## config.mk

```make
export PLATFORM = sky130hd
export DESIGN_NAME = magnetometer_minmax_calibrator_top_flat
export DESIGN_NICKNAME = d
export VERILOG_FILES = /design/src/rtl/mmc_pkg.sv /design/src/rtl/mmc_in_if.sv /design/src/rtl/mmc_out_if.sv /design/src/rtl/mmc_cfg_regs.sv /design/src/rtl/mmc_extreme.sv /design/src/rtl/mmc_iron.sv /design/src/rtl/magnetometer_minmax_calibrator_top.sv /design/src/flat_wrapper.sv
export SDC_FILE = /design/constraint.sdc
export NUM_CORES = 2
export LEC_CHECK = 0
export BUFFER_PORTS_ARGS = -buffer_cell sky130_fd_sc_hd__buf_2
export CELL_PAD_IN_SITES_DETAIL_PLACEMENT = 0
export CELL_PAD_IN_SITES_GLOBAL_PLACEMENT = 1
export CORE_MARGIN = 3
export CORE_UTILIZATION = 51
export CTS_CLUSTER_SIZE = 10
export DETAILED_ROUTE_END_ITERATION = 10
export PLACE_DENSITY_LB_ADDON = 0.08
export SLEW_MARGIN = 20
export SYNTH_ARGS = -nofsm -noshare
export SYNTH_HDL_FRONTEND = slang
export SYNTH_SLANG_ARGS = --single-unit
```

## constraint.sdc

```tcl
create_clock -name clk -period 21.1 [get_ports clk]
set_input_delay 6.33 -clock clk [delete_from_list [all_inputs] [get_ports clk]]
set_output_delay 6.33 -clock clk [all_outputs]
set_load 0.02 [all_outputs]
```

## src/rtl/mmc_pkg.sv

```systemverilog
// Shared types, constants and register codes for the magnetometer min/max calibrator.
package mmc_pkg;

  localparam int SAMPLE_BITS    = 16;
  localparam int SCALE_BITS     = SAMPLE_BITS + 1;
  localparam int RUN_BITS       = 10;
  localparam int CFG_INDEX_BITS = 3;
  localparam int CFG_DATA_BITS  = (SCALE_BITS > RUN_BITS) ? SCALE_BITS : RUN_BITS;
  localparam int AXES           = 3;

  localparam logic [RUN_BITS-1:0] RUN_MAX = {RUN_BITS{1'b1}};

  // floor(half * 64 / 25) as half * RECIP >> (DIV_SHIFT - 6)
  localparam int              DIV_SHIFT  = SAMPLE_BITS + 11;
  localparam longint unsigned RECIP      = ((64'd1 << DIV_SHIFT) + 64'd24) / 64'd25;
  localparam int              RECIP_BITS = DIV_SHIFT - 4;
  localparam int              PROD_BITS  = SAMPLE_BITS + RECIP_BITS;
  localparam int              SCALE_LSB  = DIV_SHIFT - 6;

  typedef logic [SAMPLE_BITS-1:0]            smp_t;
  typedef logic [AXES-1:0][SAMPLE_BITS-1:0]  vec_t;
  typedef logic [AXES-1:0][SCALE_BITS-1:0]   scl_vec_t;
  typedef logic [AXES-1:0][PROD_BITS-1:0]    prod_vec_t;
  typedef logic [RUN_BITS-1:0]               run_t;

  typedef enum logic [CFG_INDEX_BITS-1:0] {
    CFG_STABLE_LIMIT = 3'd0,
    CFG_OFFSET_X     = 3'd1,
    CFG_OFFSET_Y     = 3'd2,
    CFG_OFFSET_Z     = 3'd3,
    CFG_SCALE_X      = 3'd4,
    CFG_SCALE_Y      = 3'd5,
    CFG_SCALE_Z      = 3'd6
  } cfg_reg_t;

  localparam run_t RST_STABLE_LIMIT = RUN_BITS'(200);
  localparam vec_t RST_OFFSET = {SAMPLE_BITS'(-71), SAMPLE_BITS'(16), SAMPLE_BITS'(30)};
  localparam scl_vec_t RST_SCALE = {SCALE_BITS'(294), SCALE_BITS'(312), SCALE_BITS'(310)};

  localparam smp_t SAMPLE_MIN = {1'b1, {(SAMPLE_BITS-1){1'b0}}};
  localparam smp_t SAMPLE_MAX = {1'b0, {(SAMPLE_BITS-1){1'b1}}};

  typedef struct packed {
    run_t     stable_limit;
    vec_t     def_offset;
    scl_vec_t def_scale;
  } cfg_t;

  typedef struct packed {
    vec_t sample;
    vec_t axis_max;
    vec_t axis_min;
    logic changed;
    logic no_change_yet;
    logic calibrated;
  } trk_t;

  typedef struct packed {
    vec_t      sample;
    vec_t      offset;
    prod_vec_t prod;
    logic      changed;
    logic      no_change_yet;
    logic      calibrated;
  } iron_t;

endpackage

```

## src/rtl/mmc_in_if.sv

```systemverilog
// Sample channel: valid/ready handshake carrying one three-axis reading.
interface mmc_in_if;
  logic                                    valid;
  logic                                    ready;
  logic signed [mmc_pkg::SAMPLE_BITS-1:0]  mag_x;
  logic signed [mmc_pkg::SAMPLE_BITS-1:0]  mag_y;
  logic signed [mmc_pkg::SAMPLE_BITS-1:0]  mag_z;

  modport source (output valid, output mag_x, output mag_y, output mag_z, input ready);
  modport sink   (input valid, input mag_x, input mag_y, input mag_z, output ready);
endinterface

```

## src/rtl/mmc_out_if.sv

```systemverilog
// Result channel: valid/ready handshake carrying the sample, offsets, scales and flags.
interface mmc_out_if;
  logic                                    valid;
  logic                                    ready;
  logic signed [mmc_pkg::SAMPLE_BITS-1:0]  out_x;
  logic signed [mmc_pkg::SAMPLE_BITS-1:0]  out_y;
  logic signed [mmc_pkg::SAMPLE_BITS-1:0]  out_z;
  logic signed [mmc_pkg::SAMPLE_BITS-1:0]  offset_x;
  logic signed [mmc_pkg::SAMPLE_BITS-1:0]  offset_y;
  logic signed [mmc_pkg::SAMPLE_BITS-1:0]  offset_z;
  logic        [mmc_pkg::SCALE_BITS-1:0]   scale_x;
  logic        [mmc_pkg::SCALE_BITS-1:0]   scale_y;
  logic        [mmc_pkg::SCALE_BITS-1:0]   scale_z;
  logic                                    extreme_changed;
  logic                                    calibrated;

  modport source (
    output valid, output out_x, output out_y, output out_z,
    output offset_x, output offset_y, output offset_z,
    output scale_x, output scale_y, output scale_z,
    output extreme_changed, output calibrated,
    input ready
  );
  modport sink (
    input valid, input out_x, input out_y, input out_z,
    input offset_x, input offset_y, input offset_z,
    input scale_x, input scale_y, input scale_z,
    input extreme_changed, input calibrated,
    output ready
  );
endinterface

```

## src/rtl/mmc_cfg_regs.sv

```systemverilog
// Configuration registers: stable limit and per-axis default offsets and scales.
module mmc_cfg_regs (
  input  logic                               clk,
  input  logic                               rst,
  input  logic                               cfg_write,
  input  logic [mmc_pkg::CFG_INDEX_BITS-1:0] cfg_index,
  input  logic [mmc_pkg::CFG_DATA_BITS-1:0]  cfg_data,
  output mmc_pkg::cfg_t                      cfg
);

  always_ff @(posedge clk) begin
    if (rst) begin
      cfg.stable_limit <= mmc_pkg::RST_STABLE_LIMIT;
      cfg.def_offset   <= mmc_pkg::RST_OFFSET;
      cfg.def_scale    <= mmc_pkg::RST_SCALE;
    end else if (cfg_write) begin
      case (cfg_index)
        mmc_pkg::CFG_STABLE_LIMIT: cfg.stable_limit  <= cfg_data[mmc_pkg::RUN_BITS-1:0];
        mmc_pkg::CFG_OFFSET_X:     cfg.def_offset[0] <= cfg_data[mmc_pkg::SAMPLE_BITS-1:0];
        mmc_pkg::CFG_OFFSET_Y:     cfg.def_offset[1] <= cfg_data[mmc_pkg::SAMPLE_BITS-1:0];
        mmc_pkg::CFG_OFFSET_Z:     cfg.def_offset[2] <= cfg_data[mmc_pkg::SAMPLE_BITS-1:0];
        mmc_pkg::CFG_SCALE_X:      cfg.def_scale[0]  <= cfg_data[mmc_pkg::SCALE_BITS-1:0];
        mmc_pkg::CFG_SCALE_Y:      cfg.def_scale[1]  <= cfg_data[mmc_pkg::SCALE_BITS-1:0];
        mmc_pkg::CFG_SCALE_Z:      cfg.def_scale[2]  <= cfg_data[mmc_pkg::SCALE_BITS-1:0];
        default: ;
      endcase
    end
  end

endmodule

```

## src/rtl/mmc_extreme.sv

```systemverilog
// Extreme tracker stage: running per-axis max/min, unchanged-run counter, calibrated flag.
module mmc_extreme (
  input  logic                 clk,
  input  logic                 rst,
  input  logic                 in_valid,
  output logic                 in_ready,
  input  mmc_pkg::vec_t        in_sample,
  input  mmc_pkg::run_t        stable_limit,
  output logic                 out_valid,
  input  logic                 out_ready,
  output mmc_pkg::trk_t        out_data
);

  mmc_pkg::vec_t axis_max;
  mmc_pkg::vec_t axis_min;
  mmc_pkg::run_t unchanged_run;
  logic          done_flag;

  mmc_pkg::vec_t         axis_max_next;
  mmc_pkg::vec_t         axis_min_next;
  mmc_pkg::run_t         unchanged_run_next;
  logic                  done_flag_next;
  logic [mmc_pkg::AXES-1:0] gt;
  logic [mmc_pkg::AXES-1:0] lt;
  logic                  changed;
  logic                  take;

  assign in_ready = !out_valid || out_ready;
  assign take     = in_valid && in_ready;

  always_comb begin
    for (int a = 0; a < mmc_pkg::AXES; a++) begin
      gt[a] = $signed(in_sample[a]) > $signed(axis_max[a]);
      lt[a] = $signed(in_sample[a]) < $signed(axis_min[a]);
      axis_max_next[a] = gt[a] ? in_sample[a] : axis_max[a];
      axis_min_next[a] = lt[a] ? in_sample[a] : axis_min[a];
    end
    changed = (|gt) || (|lt);
    if (changed) begin
      unchanged_run_next = '0;
    end else if (unchanged_run == mmc_pkg::RUN_MAX) begin
      unchanged_run_next = unchanged_run;
    end else begin
      unchanged_run_next = unchanged_run + mmc_pkg::RUN_BITS'(1);
    end
    done_flag_next = done_flag || (!changed && (unchanged_run_next >= stable_limit));
  end

  always_ff @(posedge clk) begin
    if (rst) begin
      axis_max      <= {mmc_pkg::AXES{mmc_pkg::SAMPLE_MIN}};
      axis_min      <= {mmc_pkg::AXES{mmc_pkg::SAMPLE_MAX}};
      unchanged_run <= '0;
      done_flag     <= 1'b0;
      out_valid     <= 1'b0;
    end else begin
      if (take) begin
        axis_max      <= axis_max_next;
        axis_min      <= axis_min_next;
        unchanged_run <= unchanged_run_next;
        done_flag     <= done_flag_next;
        out_valid     <= 1'b1;
      end else if (out_ready) begin
        out_valid <= 1'b0;
      end
    end
  end

  always_ff @(posedge clk) begin
    if (take) begin
      out_data.sample        <= in_sample;
      out_data.axis_max      <= axis_max_next;
      out_data.axis_min      <= axis_min_next;
      out_data.changed       <= changed;
      out_data.no_change_yet <= $signed(axis_max_next[0]) < $signed(axis_min_next[0]);
      out_data.calibrated    <= done_flag_next;
    end
  end

  a_done_sticky: assert property (@(posedge clk) disable iff (rst)
    done_flag |=> done_flag)
    else $error("calibrated flag dropped");

  a_run_clears: assert property (@(posedge clk) disable iff (rst)
    (take && changed) |=> (unchanged_run == '0))
    else $error("run counter not cleared on extreme change");

  a_first_change: assert property (@(posedge clk) disable iff (rst)
    (out_valid && !out_data.no_change_yet) |->
      ($signed(out_data.axis_max[0]) >= $signed(out_data.axis_min[0])))
    else $error("held values used before any extreme change");

endmodule

```

## src/rtl/mmc_iron.sv

```systemverilog
// Hard/soft iron stages: midpoint offset and half range, then scale multiply.
module mmc_iron (
  input  logic             clk,
  input  logic             rst,
  input  logic             in_valid,
  output logic             in_ready,
  input  mmc_pkg::trk_t    in_data,
  output logic             out_valid,
  input  logic             out_ready,
  output mmc_pkg::iron_t   out_data
);

  localparam int SB = mmc_pkg::SAMPLE_BITS;

  logic signed [SB:0]   sum   [mmc_pkg::AXES];
  logic signed [SB:0]   rnd   [mmc_pkg::AXES];
  logic signed [SB:0]   range [mmc_pkg::AXES];
  mmc_pkg::vec_t        off_c;
  mmc_pkg::vec_t        half_c;
  mmc_pkg::prod_vec_t   prod_c;

  logic                 mid_valid;
  logic                 mid_ready;
  mmc_pkg::vec_t        mid_sample;
  mmc_pkg::vec_t        held_offset;
  mmc_pkg::vec_t        held_half;
  logic                 mid_changed;
  logic                 mid_no_change_yet;
  logic                 mid_calibrated;

  localparam logic [mmc_pkg::RECIP_BITS-1:0] RECIP_W = mmc_pkg::RECIP_BITS'(mmc_pkg::RECIP);

  assign mid_ready = !out_valid || out_ready;
  assign in_ready  = !mid_valid || mid_ready;

  always_comb begin
    for (int a = 0; a < mmc_pkg::AXES; a++) begin
      sum[a] = $signed({in_data.axis_max[a][SB-1], in_data.axis_max[a]})
             + $signed({in_data.axis_min[a][SB-1], in_data.axis_min[a]});
      rnd[a] = sum[a] + $signed({{SB{1'b0}}, sum[a][SB]});
      off_c[a] = rnd[a][SB:1];
      range[a] = $signed({in_data.axis_max[a][SB-1], in_data.axis_max[a]})
               - $signed({off_c[a][SB-1], off_c[a]});
      half_c[a] = range[a][SB] ? '0 : range[a][SB-1:0];
      prod_c[a] = held_half[a] * RECIP_W;
    end
  end

  always_ff @(posedge clk) begin
    if (rst) begin
      mid_valid <= 1'b0;
      out_valid <= 1'b0;
    end else begin
      if (in_valid && in_ready) begin
        mid_valid <= 1'b1;
      end else if (mid_ready) begin
        mid_valid <= 1'b0;
      end
      if (mid_valid && mid_ready) begin
        out_valid <= 1'b1;
      end else if (out_ready) begin
        out_valid <= 1'b0;
      end
    end
  end

  always_ff @(posedge clk) begin
    if (in_valid && in_ready) begin
      mid_sample        <= in_data.sample;
      mid_changed       <= in_data.changed;
      mid_no_change_yet <= in_data.no_change_yet;
      mid_calibrated    <= in_data.calibrated;
      if (in_data.changed) begin
        held_offset <= off_c;
        held_half   <= half_c;
      end
    end
    if (mid_valid && mid_ready) begin
      out_data.sample        <= mid_sample;
      out_data.offset        <= held_offset;
      out_data.prod          <= prod_c;
      out_data.changed       <= mid_changed;
      out_data.no_change_yet <= mid_no_change_yet;
      out_data.calibrated    <= mid_calibrated;
    end
  end

  a_half_bound: assert property (@(posedge clk) disable iff (rst)
    (in_valid && in_ready && in_data.changed && !in_data.no_change_yet) |->
      (half_c[0] <= SB'(1 << (SB-1))))
    else $error("half range out of bounds");

  a_mid_hold: assert property (@(posedge clk) disable iff (rst)
    (out_valid && !out_ready) |=> (out_valid && $stable(out_data)))
    else $error("stalled scale stage changed");

  a_scale_fits: assert property (@(posedge clk) disable iff (rst)
    (out_valid && !out_data.no_change_yet) |->
      (out_data.prod[0][mmc_pkg::PROD_BITS-1:mmc_pkg::SCALE_LSB + mmc_pkg::SCALE_BITS] == '0))
    else $error("scale product overflows scale width");

endmodule

```

## src/rtl/magnetometer_minmax_calibrator_top.sv

```systemverilog
// Top level of the magnetometer min/max hard/soft iron calibrator.
// One sample transfer is taken per clock while the result channel is not stalled, and
// each produces exactly one result, passing through the input register, extreme tracker,
// offset/half-range stage, scale multiply and output register. The sustained rate of
// one sample per cycle is set by the extreme tracker, whose max/min and run-counter
// feedback closes within that stage's own registers.
// Offsets and scales show the default registers until the first extreme change on x,
// and a default register write takes effect on the next result. Write configuration
// only with no samples in flight. The scale is floor((max - offset) * 256 / 100).
module magnetometer_minmax_calibrator_top (
  input  logic                               clk,
  input  logic                               rst,
  mmc_in_if.sink                             sample,
  mmc_out_if.source                          result,
  input  logic                               cfg_write,
  input  logic [mmc_pkg::CFG_INDEX_BITS-1:0] cfg_index,
  input  logic [mmc_pkg::CFG_DATA_BITS-1:0]  cfg_data
);

  mmc_pkg::cfg_t     cfg;

  logic              in_valid;
  mmc_pkg::vec_t     in_sample;
  logic              trk_ready;

  logic              trk_valid;
  mmc_pkg::trk_t     trk_data;
  logic              iron_ready;

  logic              iron_valid;
  mmc_pkg::iron_t    iron_data;
  logic              out_load;

  mmc_pkg::vec_t     offset_c;
  mmc_pkg::scl_vec_t scale_c;

  mmc_cfg_regs u_cfg (
    .clk       (clk),
    .rst       (rst),
    .cfg_write (cfg_write),
    .cfg_index (cfg_index),
    .cfg_data  (cfg_data),
    .cfg       (cfg)
  );

  assign sample.ready = !in_valid || trk_ready;

  always_ff @(posedge clk) begin
    if (rst) begin
      in_valid <= 1'b0;
    end else if (sample.valid && sample.ready) begin
      in_valid <= 1'b1;
    end else if (trk_ready) begin
      in_valid <= 1'b0;
    end
  end

  always_ff @(posedge clk) begin
    if (sample.valid && sample.ready) begin
      in_sample <= {sample.mag_z, sample.mag_y, sample.mag_x};
    end
  end

  mmc_extreme u_extreme (
    .clk          (clk),
    .rst          (rst),
    .in_valid     (in_valid),
    .in_ready     (trk_ready),
    .in_sample    (in_sample),
    .stable_limit (cfg.stable_limit),
    .out_valid    (trk_valid),
    .out_ready    (iron_ready),
    .out_data     (trk_data)
  );

  mmc_iron u_iron (
    .clk       (clk),
    .rst       (rst),
    .in_valid  (trk_valid),
    .in_ready  (iron_ready),
    .in_data   (trk_data),
    .out_valid (iron_valid),
    .out_ready (out_load),
    .out_data  (iron_data)
  );

  assign out_load = !result.valid || result.ready;

  always_comb begin
    for (int a = 0; a < mmc_pkg::AXES; a++) begin
      offset_c[a] = iron_data.no_change_yet ? cfg.def_offset[a] : iron_data.offset[a];
      scale_c[a]  = iron_data.no_change_yet ? cfg.def_scale[a]
                  : iron_data.prod[a][mmc_pkg::SCALE_LSB +: mmc_pkg::SCALE_BITS];
    end
  end

  always_ff @(posedge clk) begin
    if (rst) begin
      result.valid <= 1'b0;
    end else if (iron_valid && out_load) begin
      result.valid <= 1'b1;
    end else if (result.ready) begin
      result.valid <= 1'b0;
    end
  end

  always_ff @(posedge clk) begin
    if (iron_valid && out_load) begin
      result.out_x           <= iron_data.sample[0];
      result.out_y           <= iron_data.sample[1];
      result.out_z           <= iron_data.sample[2];
      result.offset_x        <= offset_c[0];
      result.offset_y        <= offset_c[1];
      result.offset_z        <= offset_c[2];
      result.scale_x         <= scale_c[0];
      result.scale_y         <= scale_c[1];
      result.scale_z         <= scale_c[2];
      result.extreme_changed <= iron_data.changed;
      result.calibrated      <= iron_data.calibrated;
    end
  end

endmodule
```

## src/flat_wrapper.sv

```systemverilog
// flat-port wrapper written by rule: the top's interface ports become plain ports
module magnetometer_minmax_calibrator_top_flat 
  (clk, rst, cfg_write, cfg_index, cfg_data, sample_valid, sample_mag_x, sample_mag_y, sample_mag_z, sample_ready, result_valid, result_out_x, result_out_y, result_out_z, result_offset_x, result_offset_y, result_offset_z, result_scale_x, result_scale_y, result_scale_z, result_extreme_changed, result_calibrated, result_ready);
  mmc_in_if sample_i ();
  mmc_out_if result_i ();
  input  logic clk;
  input  logic rst;
  input  logic cfg_write;
  input  logic [mmc_pkg::CFG_INDEX_BITS-1:0] cfg_index;
  input  logic [mmc_pkg::CFG_DATA_BITS-1:0] cfg_data;
  input wire logic [$bits(sample_i.valid)-1:0] sample_valid;
  input wire logic [$bits(sample_i.mag_x)-1:0] sample_mag_x;
  input wire logic [$bits(sample_i.mag_y)-1:0] sample_mag_y;
  input wire logic [$bits(sample_i.mag_z)-1:0] sample_mag_z;
  output wire logic [$bits(sample_i.ready)-1:0] sample_ready;
  output wire logic [$bits(result_i.valid)-1:0] result_valid;
  output wire logic [$bits(result_i.out_x)-1:0] result_out_x;
  output wire logic [$bits(result_i.out_y)-1:0] result_out_y;
  output wire logic [$bits(result_i.out_z)-1:0] result_out_z;
  output wire logic [$bits(result_i.offset_x)-1:0] result_offset_x;
  output wire logic [$bits(result_i.offset_y)-1:0] result_offset_y;
  output wire logic [$bits(result_i.offset_z)-1:0] result_offset_z;
  output wire logic [$bits(result_i.scale_x)-1:0] result_scale_x;
  output wire logic [$bits(result_i.scale_y)-1:0] result_scale_y;
  output wire logic [$bits(result_i.scale_z)-1:0] result_scale_z;
  output wire logic [$bits(result_i.extreme_changed)-1:0] result_extreme_changed;
  output wire logic [$bits(result_i.calibrated)-1:0] result_calibrated;
  input wire logic [$bits(result_i.ready)-1:0] result_ready;
  assign sample_i.valid = sample_valid;
  assign sample_i.mag_x = sample_mag_x;
  assign sample_i.mag_y = sample_mag_y;
  assign sample_i.mag_z = sample_mag_z;
  assign sample_ready = sample_i.ready;
  assign result_valid = result_i.valid;
  assign result_out_x = result_i.out_x;
  assign result_out_y = result_i.out_y;
  assign result_out_z = result_i.out_z;
  assign result_offset_x = result_i.offset_x;
  assign result_offset_y = result_i.offset_y;
  assign result_offset_z = result_i.offset_z;
  assign result_scale_x = result_i.scale_x;
  assign result_scale_y = result_i.scale_y;
  assign result_scale_z = result_i.scale_z;
  assign result_extreme_changed = result_i.extreme_changed;
  assign result_calibrated = result_i.calibrated;
  assign result_i.ready = result_ready;
  magnetometer_minmax_calibrator_top u_core (.clk(clk), .rst(rst), .sample(sample_i), .result(result_i), .cfg_write(cfg_write), .cfg_index(cfg_index), .cfg_data(cfg_data));
endmodule
```

==> impl_metrics.yaml <==
cells_and_area:
  drive_gt1_frac: 0.1078
  synthToLayoutAreaGrowth_pct: 10.64
  instances_no_fill: 6419
  nets: 6016
cts:
  cts_root_buffer: "clkbuf_16"
  hold_buffers: 0
  clkSinkCount: 862
  post_cts_resized: 0
  htreeDepth: 3
  clock_latency_ns: 0.71
  clkTransAtPathRegs_ns: 0.06
  post_cts_buffers: 0
  cts_buffers: 99
  cts_buffer_depth: 3
  cts_tree: "built"
synth:
  synth.net_count: 5764
  synth_top_family_by_area: "adder cells"
  netlist_area_mm2: 0.05432
  synthDistinctLibCells: 81
  ys.flop_type: "edfxtp_1"
  syn_area_per_cell_um2: 11.59
  synthMuxAreaShare: 0.03128
  synth_top_area_cell: "edfxtp_1"
  synthTopCellsByArea: "edfxtp_1 35%, ha_1 16%, fa_1 12%"
  synth-seq-area-share: 0.4358
  yosys.area_share.simple: 0.08269
  async_reset_ff_frac: 0
  ys_warn_count: 0
  synth.top_cell.area_share: 0.3544
  synth_edf_count: 641
  synth_adder_area_share: 0.2754
  ys_seq_elements: 862
  syn_inst: 4688
  synth_xor_xnor_area_share: 0.03209
  synth_compound_area_frac: 0.08808
timing:
  slew_violations: 0
  tightest_slew_ns: 1.085
  clock.fmax_mhz: 71.77
  period_share: 0.6604
  slew_headroom: 0.2750
  rsz0062_at_grt: "false"
  period_minus_slack_ns: 13.93
  finalSetupViolations: 0
  tns_ns: 0
  hold_violations: 0
  fin_skew_ns: 0.07197
worst_setup_path:
  ff2ff_path_depth: 20
  criticalPathCategory: "in -> out"
  timing.rr.start: "u_core.u_iron.held_half[1]"
  end_kind: "primary output"
  cp-startpoint: "result_ready"
  crit_path_end: "sample_ready"
  crit_fanout: 5
  critPathLaunchType: "primary input"
  worstPathArrival_ns: 7.60
  rr_endpoint: "u_core.u_iron.out_data[36]"
  required_ns: 14.77
  r2r_slack_ns: 14.19
routing:
  drtAntennaViolNets: 0
  drtIter0Drc: 2272
  via_per_inst: 5.358
  wl_mm: 127.5
  dr.pass1.iters: 5
  drc_errors: 0
  num_vias: 34390
  routedWlPerCell_um: 19.87
die:
  num_io_pins: 224
  die_h_um: 332.4
  std_cell_rows: 119
  core_mm2: 0.1054
  start_util: 0.5153
  die-area_mm2: 0.1105
  die_width_um: 332.4
run_status:
  status: "finished, final reports clean"
global_route:
  grt_max_degree: 105
  grt_pass1_wl_mm: 199.7
  grt_pass1_vias: 34440
  grt_antenna_before_repair: 11
  grt.total_usage: 0.2331
  gr-total-overflow: 0
power:
  ir_worst_vdd_mv: 0.2287
  leakagePower_uw: 0.02637
  power_density_mw_per_mm2: 178.6
placement:
  gp_congestion: 0.9045
  dpl.hpwl_mm: 95.98
  numPlacedInstances: 6230
  port_buffers: 223
min_path:
  hold_path_class: "reg -> reg"
flow_run:
  maxCapViolCount: 0
==> stage by stage <==
stage | setup slack [ns] | power (uW) | utilization | hold WS [ns] | instance area (um^2)
detailed placement | 7.158 | 9211 | 0.5415 | 0.4045 | 57090
finish | 7.166 | 10730 | 0.5701 | 0.3521 | 60100
global placement | 7.160 | 9191 | 0.5415 | 0.4005 | 57090
CTS | 7.148 | 10900 | 0.5701 | 0.3355 | 60090
global route | 7.052 | 12000 | 0.5701 | 0.3701 | 60090
floorplan | 2.977 | 7537 | - | 0.4003 | 54320
==> report_power, final <==
part	leakage, uW	internal (uW)	switching (uW)	total (uW)
Combinational	0.0173	2950	3830	6780
Clock	0.00141	901	688	1590
Sequential	0.00770	2280	89.8	2370
==> routing by layer <==
layer  GRT usage  share of wire
met1      0.3449           0.48
met2      0.3646           0.44
met3     0.03496          0.054
met4     0.05271          0.020
met5           0        0.00027
==> placed cells by master (no fill, tap or decap), types with 8 or more instances in the layout <==
master	n
nor2_1	188
a21boi_0	8
a31oi_1	24
o21ai_0	133
o21a_1	32
clkbuf_1	75
a21oi_1	199
nand4_1	37
o31ai_1	8
mux2_2	134
nand2_1	394
and4_1	8
a21o_1	83
xnor2_1	126
a211o_1	10
edfxtp_1	641
and3_1	19
or2_2	17
a211oi_1	48
or4_1	9
or3_1	12
dfxtp_1	221
buf_2	222
o211a_1	21
ha_1	682
clkbuf_16	99
nand2b_1	30
nand3_1	95
nor4_1	12
nor2b_1	35
inv_1	687
nor3_1	53
buf_4	31
o211ai_1	65
mux2i_1	18
o41ai_1	8
o21bai_1	14
xor2_1	73
fa_1	321
and2_1	11
==> worst min path at each step <==
stage	startpoint	endpoint	slack (ns)	cells past startpoint
floorplan	u_core.u_iron.out_data[0]	u_core.result.calibrated	0.40	0
global placement	u_core.u_iron.out_data[181]	u_core.result.out_x[13]	0.40	0
detailed placement	u_core.u_iron.out_data[179]	u_core.result.out_x[11]	0.40	0
CTS	u_core.u_iron.held_offset[23]	u_core.u_iron.out_data[143]	0.34	0
global route	u_core.u_iron.held_offset[23]	u_core.u_iron.out_data[143]	0.37	0
finish	u_core.u_iron.held_offset[23]	u_core.u_iron.out_data[143]	0.35	0
==> cells in the mapped netlist (all sizes together) (30+ instances only) <==
master	number
nor2b	37
fa	321
ha	682
nand4	37
nand3	95
a21oi	199
o211ai	65
edfxtp	641
dfxtp	221
nor3	53
xnor2	126
o21ai	135
mux2	134
a211oi	49
inv	688
clkbuf	100
nand2b	30
nor2	189
xor2	73
a21o	83
nand2	395
o21a	32
==> worst max-delay path, stage by stage <==
cell and delay, ns:
buf_2 0.09, nor2b_1 0.44, and3_1 0.42, nand3_1 0.13
buf_2 0.18
==> cells by family after synthesis <==
logic type,Yosys count
fa+ha+maj,1003
buf+inv,791
xor+xnor,199
mux,153
simple gates,956
flops,862
compound gates,724
==> final cells by class <==
| type | count | area, um^2 |
|---|---|---|
| clock inverter | 10 | 206.4 |
| fill | 8981 | 45320 |
| clock buffer | 177 | 2800 |
| tap | 1391 | 1740 |
| timing repair buffer | 253 | 1344 |
| multi-input combinational | 3035 | 27740 |
| sequential | 862 | 23670 |
| inverter | 689 | 2595 |
| antenna | 2 | 5.005 |
==> sequential cells by signal, summed over array words and instances (netlist names), 17 cells and up <==
register	count
u_core.u_iron.held_offset	48
u_core.result.scale_z	17
u_core.u_extreme.out_data	147
u_core.result.scale_y	17
u_core.u_iron.out_data	150
u_core.u_extreme.axis_min	48
u_core.u_iron.mid_sample	48
u_core.result.scale_x	17
u_core.u_cfg.cfg	109
u_core.u_iron.held_half	48
u_core.u_extreme.axis_max	48
u_core.in_sample	48
Power figures use the tool's default switching activity.
